File: config.mk
export PLATFORM = sky130hd
export DESIGN_NAME = pixel_unpremultiply_invert_top
export DESIGN_NICKNAME = d
export VERILOG_FILES = /design/src/upi_pkg.sv /design/src/upi_front.sv /design/src/upi_div4.sv /design/src/upi_select.sv /design/src/pixel_unpremultiply_invert_top.sv
export SDC_FILE = /design/constraint.sdc
export NUM_CORES = 2
export LEC_CHECK = 0
export ABC_AREA = 1
export ABC_CLOCK_PERIOD_IN_PS = 12000
export BUFFER_PORTS_ARGS = -buffer_cell sky130_fd_sc_hd__buf_2
export CAP_MARGIN = 20
export CORE_MARGIN = 5
export CORE_UTILIZATION = 45
export CTS_CLUSTER_DIAMETER = 40
export CTS_CLUSTER_SIZE = 16
export DETAILED_ROUTE_END_ITERATION = 16
export GPL_TIMING_DRIVEN = 0
export PLACE_DENSITY = 0.6
export SLEW_MARGIN = 20
export SYNTH_ARGS = -nofsm -noshare
export SYNTH_HDL_FRONTEND = slang
export SYNTH_SLANG_ARGS = --single-unit
File: constraint.sdc
create_clock -name clk -period 12 [get_ports clk]
set_input_delay 1.8 -clock clk [delete_from_list [all_inputs] [get_ports clk]]
set_output_delay 1.8 -clock clk [all_outputs]
set_load 0.01 [all_outputs]
File: src/upi_pkg.sv
// shared types and constants for the pixel unpremultiply / invert pipeline
package upi_pkg;

	localparam int ChanW = 16;
	localparam int NumChan = 4;
	localparam int NumColor = 3;

	typedef logic [ChanW-1:0] chan_t;
	typedef chan_t [NumChan-1:0] pix_t;

	// divider working set: partial remainder and numerator/quotient shift word
	typedef struct packed {
		chan_t rem;
		chan_t work;
	} div_t;

	typedef div_t [NumColor-1:0] div3_t;

	// per-item side data that rides along the divider stages
	typedef struct packed {
		pix_t               pix;
		logic [NumColor-1:0] sat;
		logic [NumColor-1:0] wide;
	} side_t;

	typedef struct packed {
		logic       depth_is_16;
		logic [1:0] pixel_mode;
		logic [2:0] channel_count;
	} cfg_t;

	localparam logic [1:0] MODE_PASS     = 2'd0;
	localparam logic [1:0] MODE_INVERT   = 2'd1;
	localparam logic [1:0] MODE_UNPREMUL = 2'd2;

	localparam logic [1:0] REG_DEPTH = 2'd0;
	localparam logic [1:0] REG_MODE  = 2'd1;
	localparam logic [1:0] REG_COUNT = 2'd2;

	localparam chan_t MAX_EIGHT   = 16'h00FF;
	localparam chan_t MAX_SIXTEEN = 16'hFFFF;

	localparam logic [2:0] COUNT_MAX = 3'd4;

endpackage

File: src/upi_front.sv
// input masking and divider numerator setup (c * max + alpha / 2)
module upi_front import upi_pkg::*; (
	input  pix_t  pix_in,
	input  logic  depth_is_16,
	output pix_t  pix_out,
	output div3_t div_out
);

	chan_t       maxv;
	logic [31:0] prod [NumColor];
	logic [31:0] num [NumColor];

	assign maxv = depth_is_16 ? MAX_SIXTEEN : MAX_EIGHT;

	always_comb begin
		for (int i = 0; i < NumChan; i++) begin
			pix_out[i] = pix_in[i] & maxv;
		end
	end

	// c * 65535 = (c << 16) - c, c * 255 = (c << 8) - c
	always_comb begin
		for (int i = 0; i < NumColor; i++) begin
			if (depth_is_16) begin
				prod[i] = {pix_out[i], 16'h0000} - {16'h0000, pix_out[i]};
			end else begin
				prod[i] = {8'h00, pix_out[i], 8'h00} - {16'h0000, pix_out[i]};
			end
			num[i] = prod[i] + {17'h00000, pix_out[NumChan-1][15:1]};
			div_out[i].rem  = num[i][31:16];
			div_out[i].work = num[i][15:0];
		end
	end

endmodule

File: src/upi_div4.sv
// four restoring division steps for one channel
module upi_div4 import upi_pkg::*; (
	input  div_t  div_in,
	input  chan_t divisor,
	output div_t  div_out
);

	logic [16:0] r2;
	chan_t       rem;
	chan_t       work;

	always_comb begin
		rem  = div_in.rem;
		work = div_in.work;
		r2   = '0;
		for (int k = 0; k < 4; k++) begin
			r2   = {rem, work[15]};
			work = {work[14:0], 1'b0};
			if (r2 >= {1'b0, divisor}) begin
				r2      = r2 - {1'b0, divisor};
				work[0] = 1'b1;
			end
			rem = r2[15:0];
		end
		div_out.rem  = rem;
		div_out.work = work;
	end

endmodule

File: src/upi_select.sv
// mode select, saturation, zero alpha and channel count masking
module upi_select import upi_pkg::*; (
	input  side_t side,
	input  div3_t quot,
	input  cfg_t  cfg,
	output pix_t  pix_out
);

	chan_t      maxv;
	pix_t       res;
	logic [2:0] cnt;

	assign maxv = cfg.depth_is_16 ? MAX_SIXTEEN : MAX_EIGHT;
	assign cnt  = (cfg.channel_count > COUNT_MAX) ? COUNT_MAX : cfg.channel_count;

	always_comb begin
		res = side.pix;
		unique case (cfg.pixel_mode)
			MODE_INVERT: begin
				res[0] = maxv - side.pix[0];
			end
			MODE_UNPREMUL: begin
				for (int i = 0; i < NumColor; i++) begin
					if (side.pix[NumChan-1] == '0) begin
						res[i] = '0;
					end else if (side.sat[i]) begin
						res[i] = maxv;
					end else begin
						res[i] = quot[i].work;
					end
				end
			end
			default: begin
				res = side.pix;
			end
		endcase
	end

	always_comb begin
		for (int i = 0; i < NumChan; i++) begin
			pix_out[i] = (3'(i) < cnt) ? res[i] : '0;
		end
	end

endmodule

File: src/pixel_unpremultiply_invert_top.sv
// top level: config registers, six-stage pixel pipeline and stream ports
//
//  channel | direction | payload (low bits first)                     | handshake
//  s_      | in        | chan_zero, chan_one, chan_two, chan_alpha    | s_tvalid/s_tready
//  m_      | out       | out_zero, out_one, out_two, out_alpha        | m_tvalid/m_tready
//  cfg_    | in        | depth_is_16, pixel_mode, channel_count       | cfg_we, no wait
//
// one item per cycle unless m_tready stalls; six register stages from accept to m_tvalid
// the 16-bit quotient takes four restoring steps per stage over four stages
// each stage has its own valid bit and a local ready, so bubbles are squeezed out
// and s_tready stays high under a stall until every stage holds an item
// arst_n clears valid bits and config registers (8-bit, pass-through, four channels)
module pixel_unpremultiply_invert_top import upi_pkg::*; (
	input  logic        clk,
	input  logic        arst_n,
	input  logic        s_tvalid,
	output logic        s_tready,
	input  logic [63:0] s_tdata,  // chan_zero, chan_one, chan_two, chan_alpha
	output logic        m_tvalid,
	input  logic        m_tready,
	output logic [63:0] m_tdata,  // out_zero, out_one, out_two, out_alpha
	input  logic        cfg_we,
	input  logic [1:0]  cfg_index,
	input  logic [2:0]  cfg_wdata
);

	// config registers
	cfg_t cfg_q;

	always_ff @(posedge clk or negedge arst_n) begin
		if (!arst_n) begin
			cfg_q.depth_is_16   <= 1'b0;
			cfg_q.pixel_mode    <= MODE_PASS;
			cfg_q.channel_count <= COUNT_MAX;
		end else if (cfg_we) begin
			unique case (cfg_index)
				REG_DEPTH: cfg_q.depth_is_16   <= cfg_wdata[0];
				REG_MODE:  cfg_q.pixel_mode    <= cfg_wdata[1:0];
				REG_COUNT: cfg_q.channel_count <= cfg_wdata;
				default:   cfg_q <= cfg_q;
			endcase
		end
	end

	// valid bits and local readies, stage k loads when empty or draining
	logic v_s1, v_s2, v_s3, v_s4, v_s5, v_s6;
	logic rdy1, rdy2, rdy3, rdy4, rdy5, rdy6;

	assign rdy6 = !v_s6 || m_tready;
	assign rdy5 = !v_s5 || rdy6;
	assign rdy4 = !v_s4 || rdy5;
	assign rdy3 = !v_s3 || rdy4;
	assign rdy2 = !v_s2 || rdy3;
	assign rdy1 = !v_s1 || rdy2;

	assign s_tready = rdy1;

	always_ff @(posedge clk or negedge arst_n) begin
		if (!arst_n) begin
			v_s1 <= 1'b0;
			v_s2 <= 1'b0;
			v_s3 <= 1'b0;
			v_s4 <= 1'b0;
			v_s5 <= 1'b0;
			v_s6 <= 1'b0;
		end else begin
			if (rdy1) v_s1 <= s_tvalid;
			if (rdy2) v_s2 <= v_s1;
			if (rdy3) v_s3 <= v_s2;
			if (rdy4) v_s4 <= v_s3;
			if (rdy5) v_s5 <= v_s4;
			if (rdy6) v_s6 <= v_s5;
		end
	end

	// stage 1: mask to depth, build numerators
	pix_t  pix_in;
	pix_t  pix_f;
	div3_t div_f;
	pix_t  pix_s1;
	div3_t div_s1;

	assign pix_in = s_tdata;

	upi_front u_front (
		.pix_in      (pix_in),
		.depth_is_16 (cfg_q.depth_is_16),
		.pix_out     (pix_f),
		.div_out     (div_f)
	);

	always_ff @(posedge clk) begin
		if (rdy1 && s_tvalid) begin
			pix_s1 <= pix_f;
			div_s1 <= div_f;
		end
	end

	// saturation: quotient above max iff num >= alpha * (max + 1)
	// wide marks num >= alpha << 16, where the 16-step divide would not fit
	side_t side_f;

	always_comb begin
		side_f.pix = pix_s1;
		for (int i = 0; i < NumColor; i++) begin
			side_f.wide[i] = (div_s1[i].rem >= pix_s1[NumChan-1]);
			if (cfg_q.depth_is_16) begin
				side_f.sat[i] = side_f.wide[i];
			end else begin
				side_f.sat[i] = ({div_s1[i].rem[7:0], div_s1[i].work} >=
					{pix_s1[NumChan-1], 8'h00});
			end
		end
	end

	// stages 2 to 5: four quotient bits per stage
	div3_t div_n2, div_n3, div_n4, div_n5;
	div3_t div_s2, div_s3, div_s4, div_s5;
	side_t side_s2, side_s3, side_s4, side_s5;

	for (genvar i = 0; i < NumColor; i++) begin : g_div
		upi_div4 u_div_a (
			.div_in  (div_s1[i]),
			.divisor (pix_s1[NumChan-1]),
			.div_out (div_n2[i])
		);
		upi_div4 u_div_b (
			.div_in  (div_s2[i]),
			.divisor (side_s2.pix[NumChan-1]),
			.div_out (div_n3[i])
		);
		upi_div4 u_div_c (
			.div_in  (div_s3[i]),
			.divisor (side_s3.pix[NumChan-1]),
			.div_out (div_n4[i])
		);
		upi_div4 u_div_d (
			.div_in  (div_s4[i]),
			.divisor (side_s4.pix[NumChan-1]),
			.div_out (div_n5[i])
		);
	end

	always_ff @(posedge clk) begin
		if (rdy2 && v_s1) begin
			div_s2  <= div_n2;
			side_s2 <= side_f;
		end
		if (rdy3 && v_s2) begin
			div_s3  <= div_n3;
			side_s3 <= side_s2;
		end
		if (rdy4 && v_s3) begin
			div_s4  <= div_n4;
			side_s4 <= side_s3;
		end
		if (rdy5 && v_s4) begin
			div_s5  <= div_n5;
			side_s5 <= side_s4;
		end
	end

	// stage 6: mode select into the output register
	pix_t pix_sel;
	pix_t out_s6;

	upi_select u_select (
		.side    (side_s5),
		.quot    (div_s5),
		.cfg     (cfg_q),
		.pix_out (pix_sel)
	);

	always_ff @(posedge clk) begin
		if (rdy6 && v_s5) begin
			out_s6 <= pix_sel;
		end
	end

	assign m_tvalid = v_s6;
	assign m_tdata  = out_s6;

	// input side only backs up when every stage holds an item
	a_full_when_blocked: assert property (@(posedge clk) disable iff (!arst_n)
		!s_tready |-> (v_s1 && v_s2 && v_s3 && v_s4 && v_s5 && v_s6))
		else $error("input stalled with an empty stage");

	// a stalled first stage keeps its item
	a_s1_hold: assert property (@(posedge clk) disable iff (!arst_n)
		(v_s1 && !rdy2) |=> (v_s1 && $stable(div_s1) && $stable(pix_s1)))
		else $error("stage 1 item changed under stall");

	// channel 0 partial remainder stays below the divisor when its quotient fits
	a_rem_bound: assert property (@(posedge clk) disable iff (!arst_n)
		(v_s5 && side_s5.pix[NumChan-1] != '0 && !side_s5.wide[0]) |->
		(div_s5[0].rem < side_s5.pix[NumChan-1]))
		else $error("divider remainder out of range");

endmodule

==> results_dict.tcl <==
set metrics [dict create \
    synth-seq-cells 840 \
    reg2reg_to "div_s2[48]$_DFFE_PP_" \
    final_area_um2 89570 \
    reg2reg_depth 47 \
    vias 74080 \
    synth_top_family_by_area "simple AND/OR/NAND/NOR gates" \
    utilization_pct 50.37 \
    most-common-layout-cells "nand2_1 (3174), inv_1 (1121), ha_1 (945), a21oi_1 (845), edfxtp_1 (828)" \
    r2r_setup_slack_ns 1.43 \
    crit_path_start_kind "flop" \
    hold_path.class "flop to flop" \
    status "completed" \
    syn_nets 11690 \
    antenna_found_initial 18 \
    dpl.hpwl_um 218200 \
    worstPathArrival_ns 11.05 \
    clk_pin_slew_worst_paths_ns 0.06 \
    crit_fanout 13 \
    path_common_cell "nand2_1" \
    coreArea_um2 177800 \
    yosysWarnings 0 \
    rsz0062_at_grt "false" \
    synth_edf_count 828 \
    drt-total-wl_um 275800 \
    cts_sinks 840 \
    htreeDepth 4 \
    synth_flop_cell "edfxtp_1" \
    hold_viol 0 \
    final-seq-area_um2 25170 \
    grt_pass1_vias 70050 \
    cpPeakStageDelay_ns 1.01 \
    gp_congestion 0.9527 \
    synth_xor_area_share_pct 6.963 \
    synth_adder_area_share_pct 15.96 \
    r2r-start "pix_s1[49]$_DFFE_PP_" \
    tightestPinTransition_ns 1.181 \
    crit_cells 47 \
    drc 0 \
    drt_iter0_drc 6107 \
    grt_usage_pct 28.69 \
    multi_input_area_um2 49710 \
    worst_setup_path_end_kind "flop" \
    synth_compound_area_share_pct 12.86 \
    crit_start "pix_s1[49]$_DFFE_PP_" \
    finalSetupTns_ns 0 \
    hold_buffers 0 \
    dieArea_um2 186900 \
    postCtsSetupRepairBufs 0 \
    fillers 17270 \
    fin_nets 12000 \
    crit_buf_inv 7 \
    insertion_delay_ns 0.78 \
    path_delay_family "compound AO/OA/AOI/OAI gates" \
    drive_gt1_share_pct 7.348 \
    finalMaxSlewViolations 0 \
    syn_inst 10630 \
    die_h_um 432.3 \
    initial_core_util_pct 45.13 \
    endpoint "div_s2[48]$_DFFE_PP_" \
    grt_max_degree 102 \
    dp_cells 13150 \
    yosys.area_share.simple_pct 26.10 \
    setup.worst_path.class "flop to flop" \
    crit_path_top_delay_cell "edfxtp_1" \
    io_buffers 139 \
    mappedNetlistArea_um2 80250 \
    synthMuxAreaShare_pct 0.01403 \
    pin_count 140 \
    setup_viol 0 \
    slew_headroom_pct 21.18 \
    routedWlPerCell_um 20.57 \
    finalNonFillerCells 13410 \
    min_period_ns 10.57 \
    tritoncts "yes" \
    final_common_cell "nand2_1" \
    ctsLongestPathBuffers 3 \
    area_growth_pct 11.62 \
    maxCapViolCount 0 \
    synth.distinct_cells 73 \
    clockRootBuffer "clkbuf_16" \
    die_w_um 432.3 \
    post_dp_cell_area_um2 84620 \
    ys_seq_area_share_pct 31.36 \
    ctsResizeCount 0 \
    async_flop_share_pct 1.429 \
    fin_crit_sh_pct 88.05 \
    max_freq_mhz 94.64 \
    vias_per_cell 5.524 \
    cts_buffers 138 \
    skew_ns 0.03710 \
    antenna_left 0 \
    syn-mean-instance-area_um2 7.553 \
    grt_pass1_wl_um 412300 \
    required_ns 12.48 \
    gr-total-overflow 0 \
    num_rows 155 \
    drt_pre_antenna_iters 6 \
]
[state kept, by name (all words and copies together), names as in the netlist]
signal / cells
div_s3: 96
div_s4: 96
m_tdata: 64
v_s1: 1
v_s4: 1
v_s5: 1
v_s3: 1
div_s1: 96
cfg_q: 6
pix_s1: 64
div_s5: 48
side_s3: 67
side_s4: 67
side_s5: 67
div_s2: 96
v_s2: 1
m_tvalid: 1
side_s2: 67
[synth_stat cells (7+ instances only)]
master,instances,share of area (%)
o211ai_1,21,0.20
xor2_1,356,3.9
o21bai_1,34,0.32
fa_1,49,1.2
nand4_1,125,0.97
inv_1,1143,5.3
buf_6,20,0.28
o21ai_2,8,0.087
nand3_2,24,0.30
nand2_2,56,0.44
nand2_1,3174,15
ha_1,945,15
a21o_1,55,0.51
o21a_1,35,0.33
nand2_4,14,0.20
and3_1,11,0.086
or2_1,7,0.055
nor2_4,15,0.21
o21ai_0,627,3.9
and2_1,17,0.13
o21ai_1,101,0.63
nor2_2,36,0.28
buf_4,31,0.29
o221ai_1,8,0.087
edfxtp_1,828,31
or2_2,34,0.27
nand3b_1,57,0.53
a21boi_0,39,0.36
a21oi_1,845,5.3
dfrtp_1,11,0.34
inv_2,42,0.20
nor3_1,90,0.56
xnor2_1,282,3.1
a221oi_1,13,0.14
nand3_1,637,4.0
a31oi_1,45,0.35
o2111ai_1,21,0.23
nor2_1,556,2.6
buf_2,65,0.41
clkbuf_1,39,0.18
nor4_1,39,0.30
[layout make-up]
class                           count  area share [%]
Antenna cell                        6         0.01676
Buffer                            158           1.053
Clock buffer                      144           3.904
Clock inverter                    111           1.609
Inverter                         1189           5.010
Multi-Input combinational cell   8439           55.49
Sequential cell                   840           28.09
Tap cell                         2355           3.290
Timing Repair Buffer              169           1.531
[kinds of logic (layout without fill, tap and decap cells)]
| kind of cell | after synthesis | count (layout) |
|---|---|---|
| multiplexers | 1 | 1 |
| flip-flops | 840 | 840 |
| other | 0 | 6 |
| AO/OA/AOI/OAI | 1894 | 1894 |
| buffers and inverters | 1347 | 1771 |
| adder cells (fa/ha/maj) | 994 | 994 |
| XOR/XNOR | 638 | 638 |
| AND/OR/NAND/NOR | 4912 | 4912 |
[stage by stage]
stage,worst slack [ns],hold WS (ns)
detailed placement,1.593,0.4045
global route,0.6481,0.3877
CTS,1.496,0.3917
global placement,-2.740,0.4006
finish,1.434,0.3954
floorplan,2.229,0.4003
[worst min-delay path by stage]
stage                         start  slack (ns)  cells after the start                     to
6_report       div_s2[66]$_DFFE_PP_        0.40                      0   div_s3[70]$_DFFE_PP_
3_5_place_dp   div_s4[72]$_DFFE_PP_        0.40                      0   div_s5[76]$_DFFE_PP_
4_1_cts        div_s2[66]$_DFFE_PP_        0.39                      0   div_s3[70]$_DFFE_PP_
5_1_grt        div_s2[66]$_DFFE_PP_        0.39                      0   div_s3[70]$_DFFE_PP_
3_3_place_gp   pix_s1[42]$_DFFE_PP_        0.40                      0  side_s2[48]$_DFFE_PP_
2_1_floorplan   div_s2[6]$_DFFE_PP_        0.40                      0   div_s3[10]$_DFFE_PP_
[routing by layer]
layer,share of wire [%],track usage [%],vias to the layer above,wire length (µm)
li1,-,-,36750,-
met1,43,37.22,34430,118400
met2,47,48.60,2369,128600
met3,5.8,3.491,528,15870
met4,4.7,11.77,6,12860
met5,0.015,0,-,41
Power is left out: the tool's default activity adds up to more than one toggle a clock period on the data nets, which glitch-free logic cannot reach.
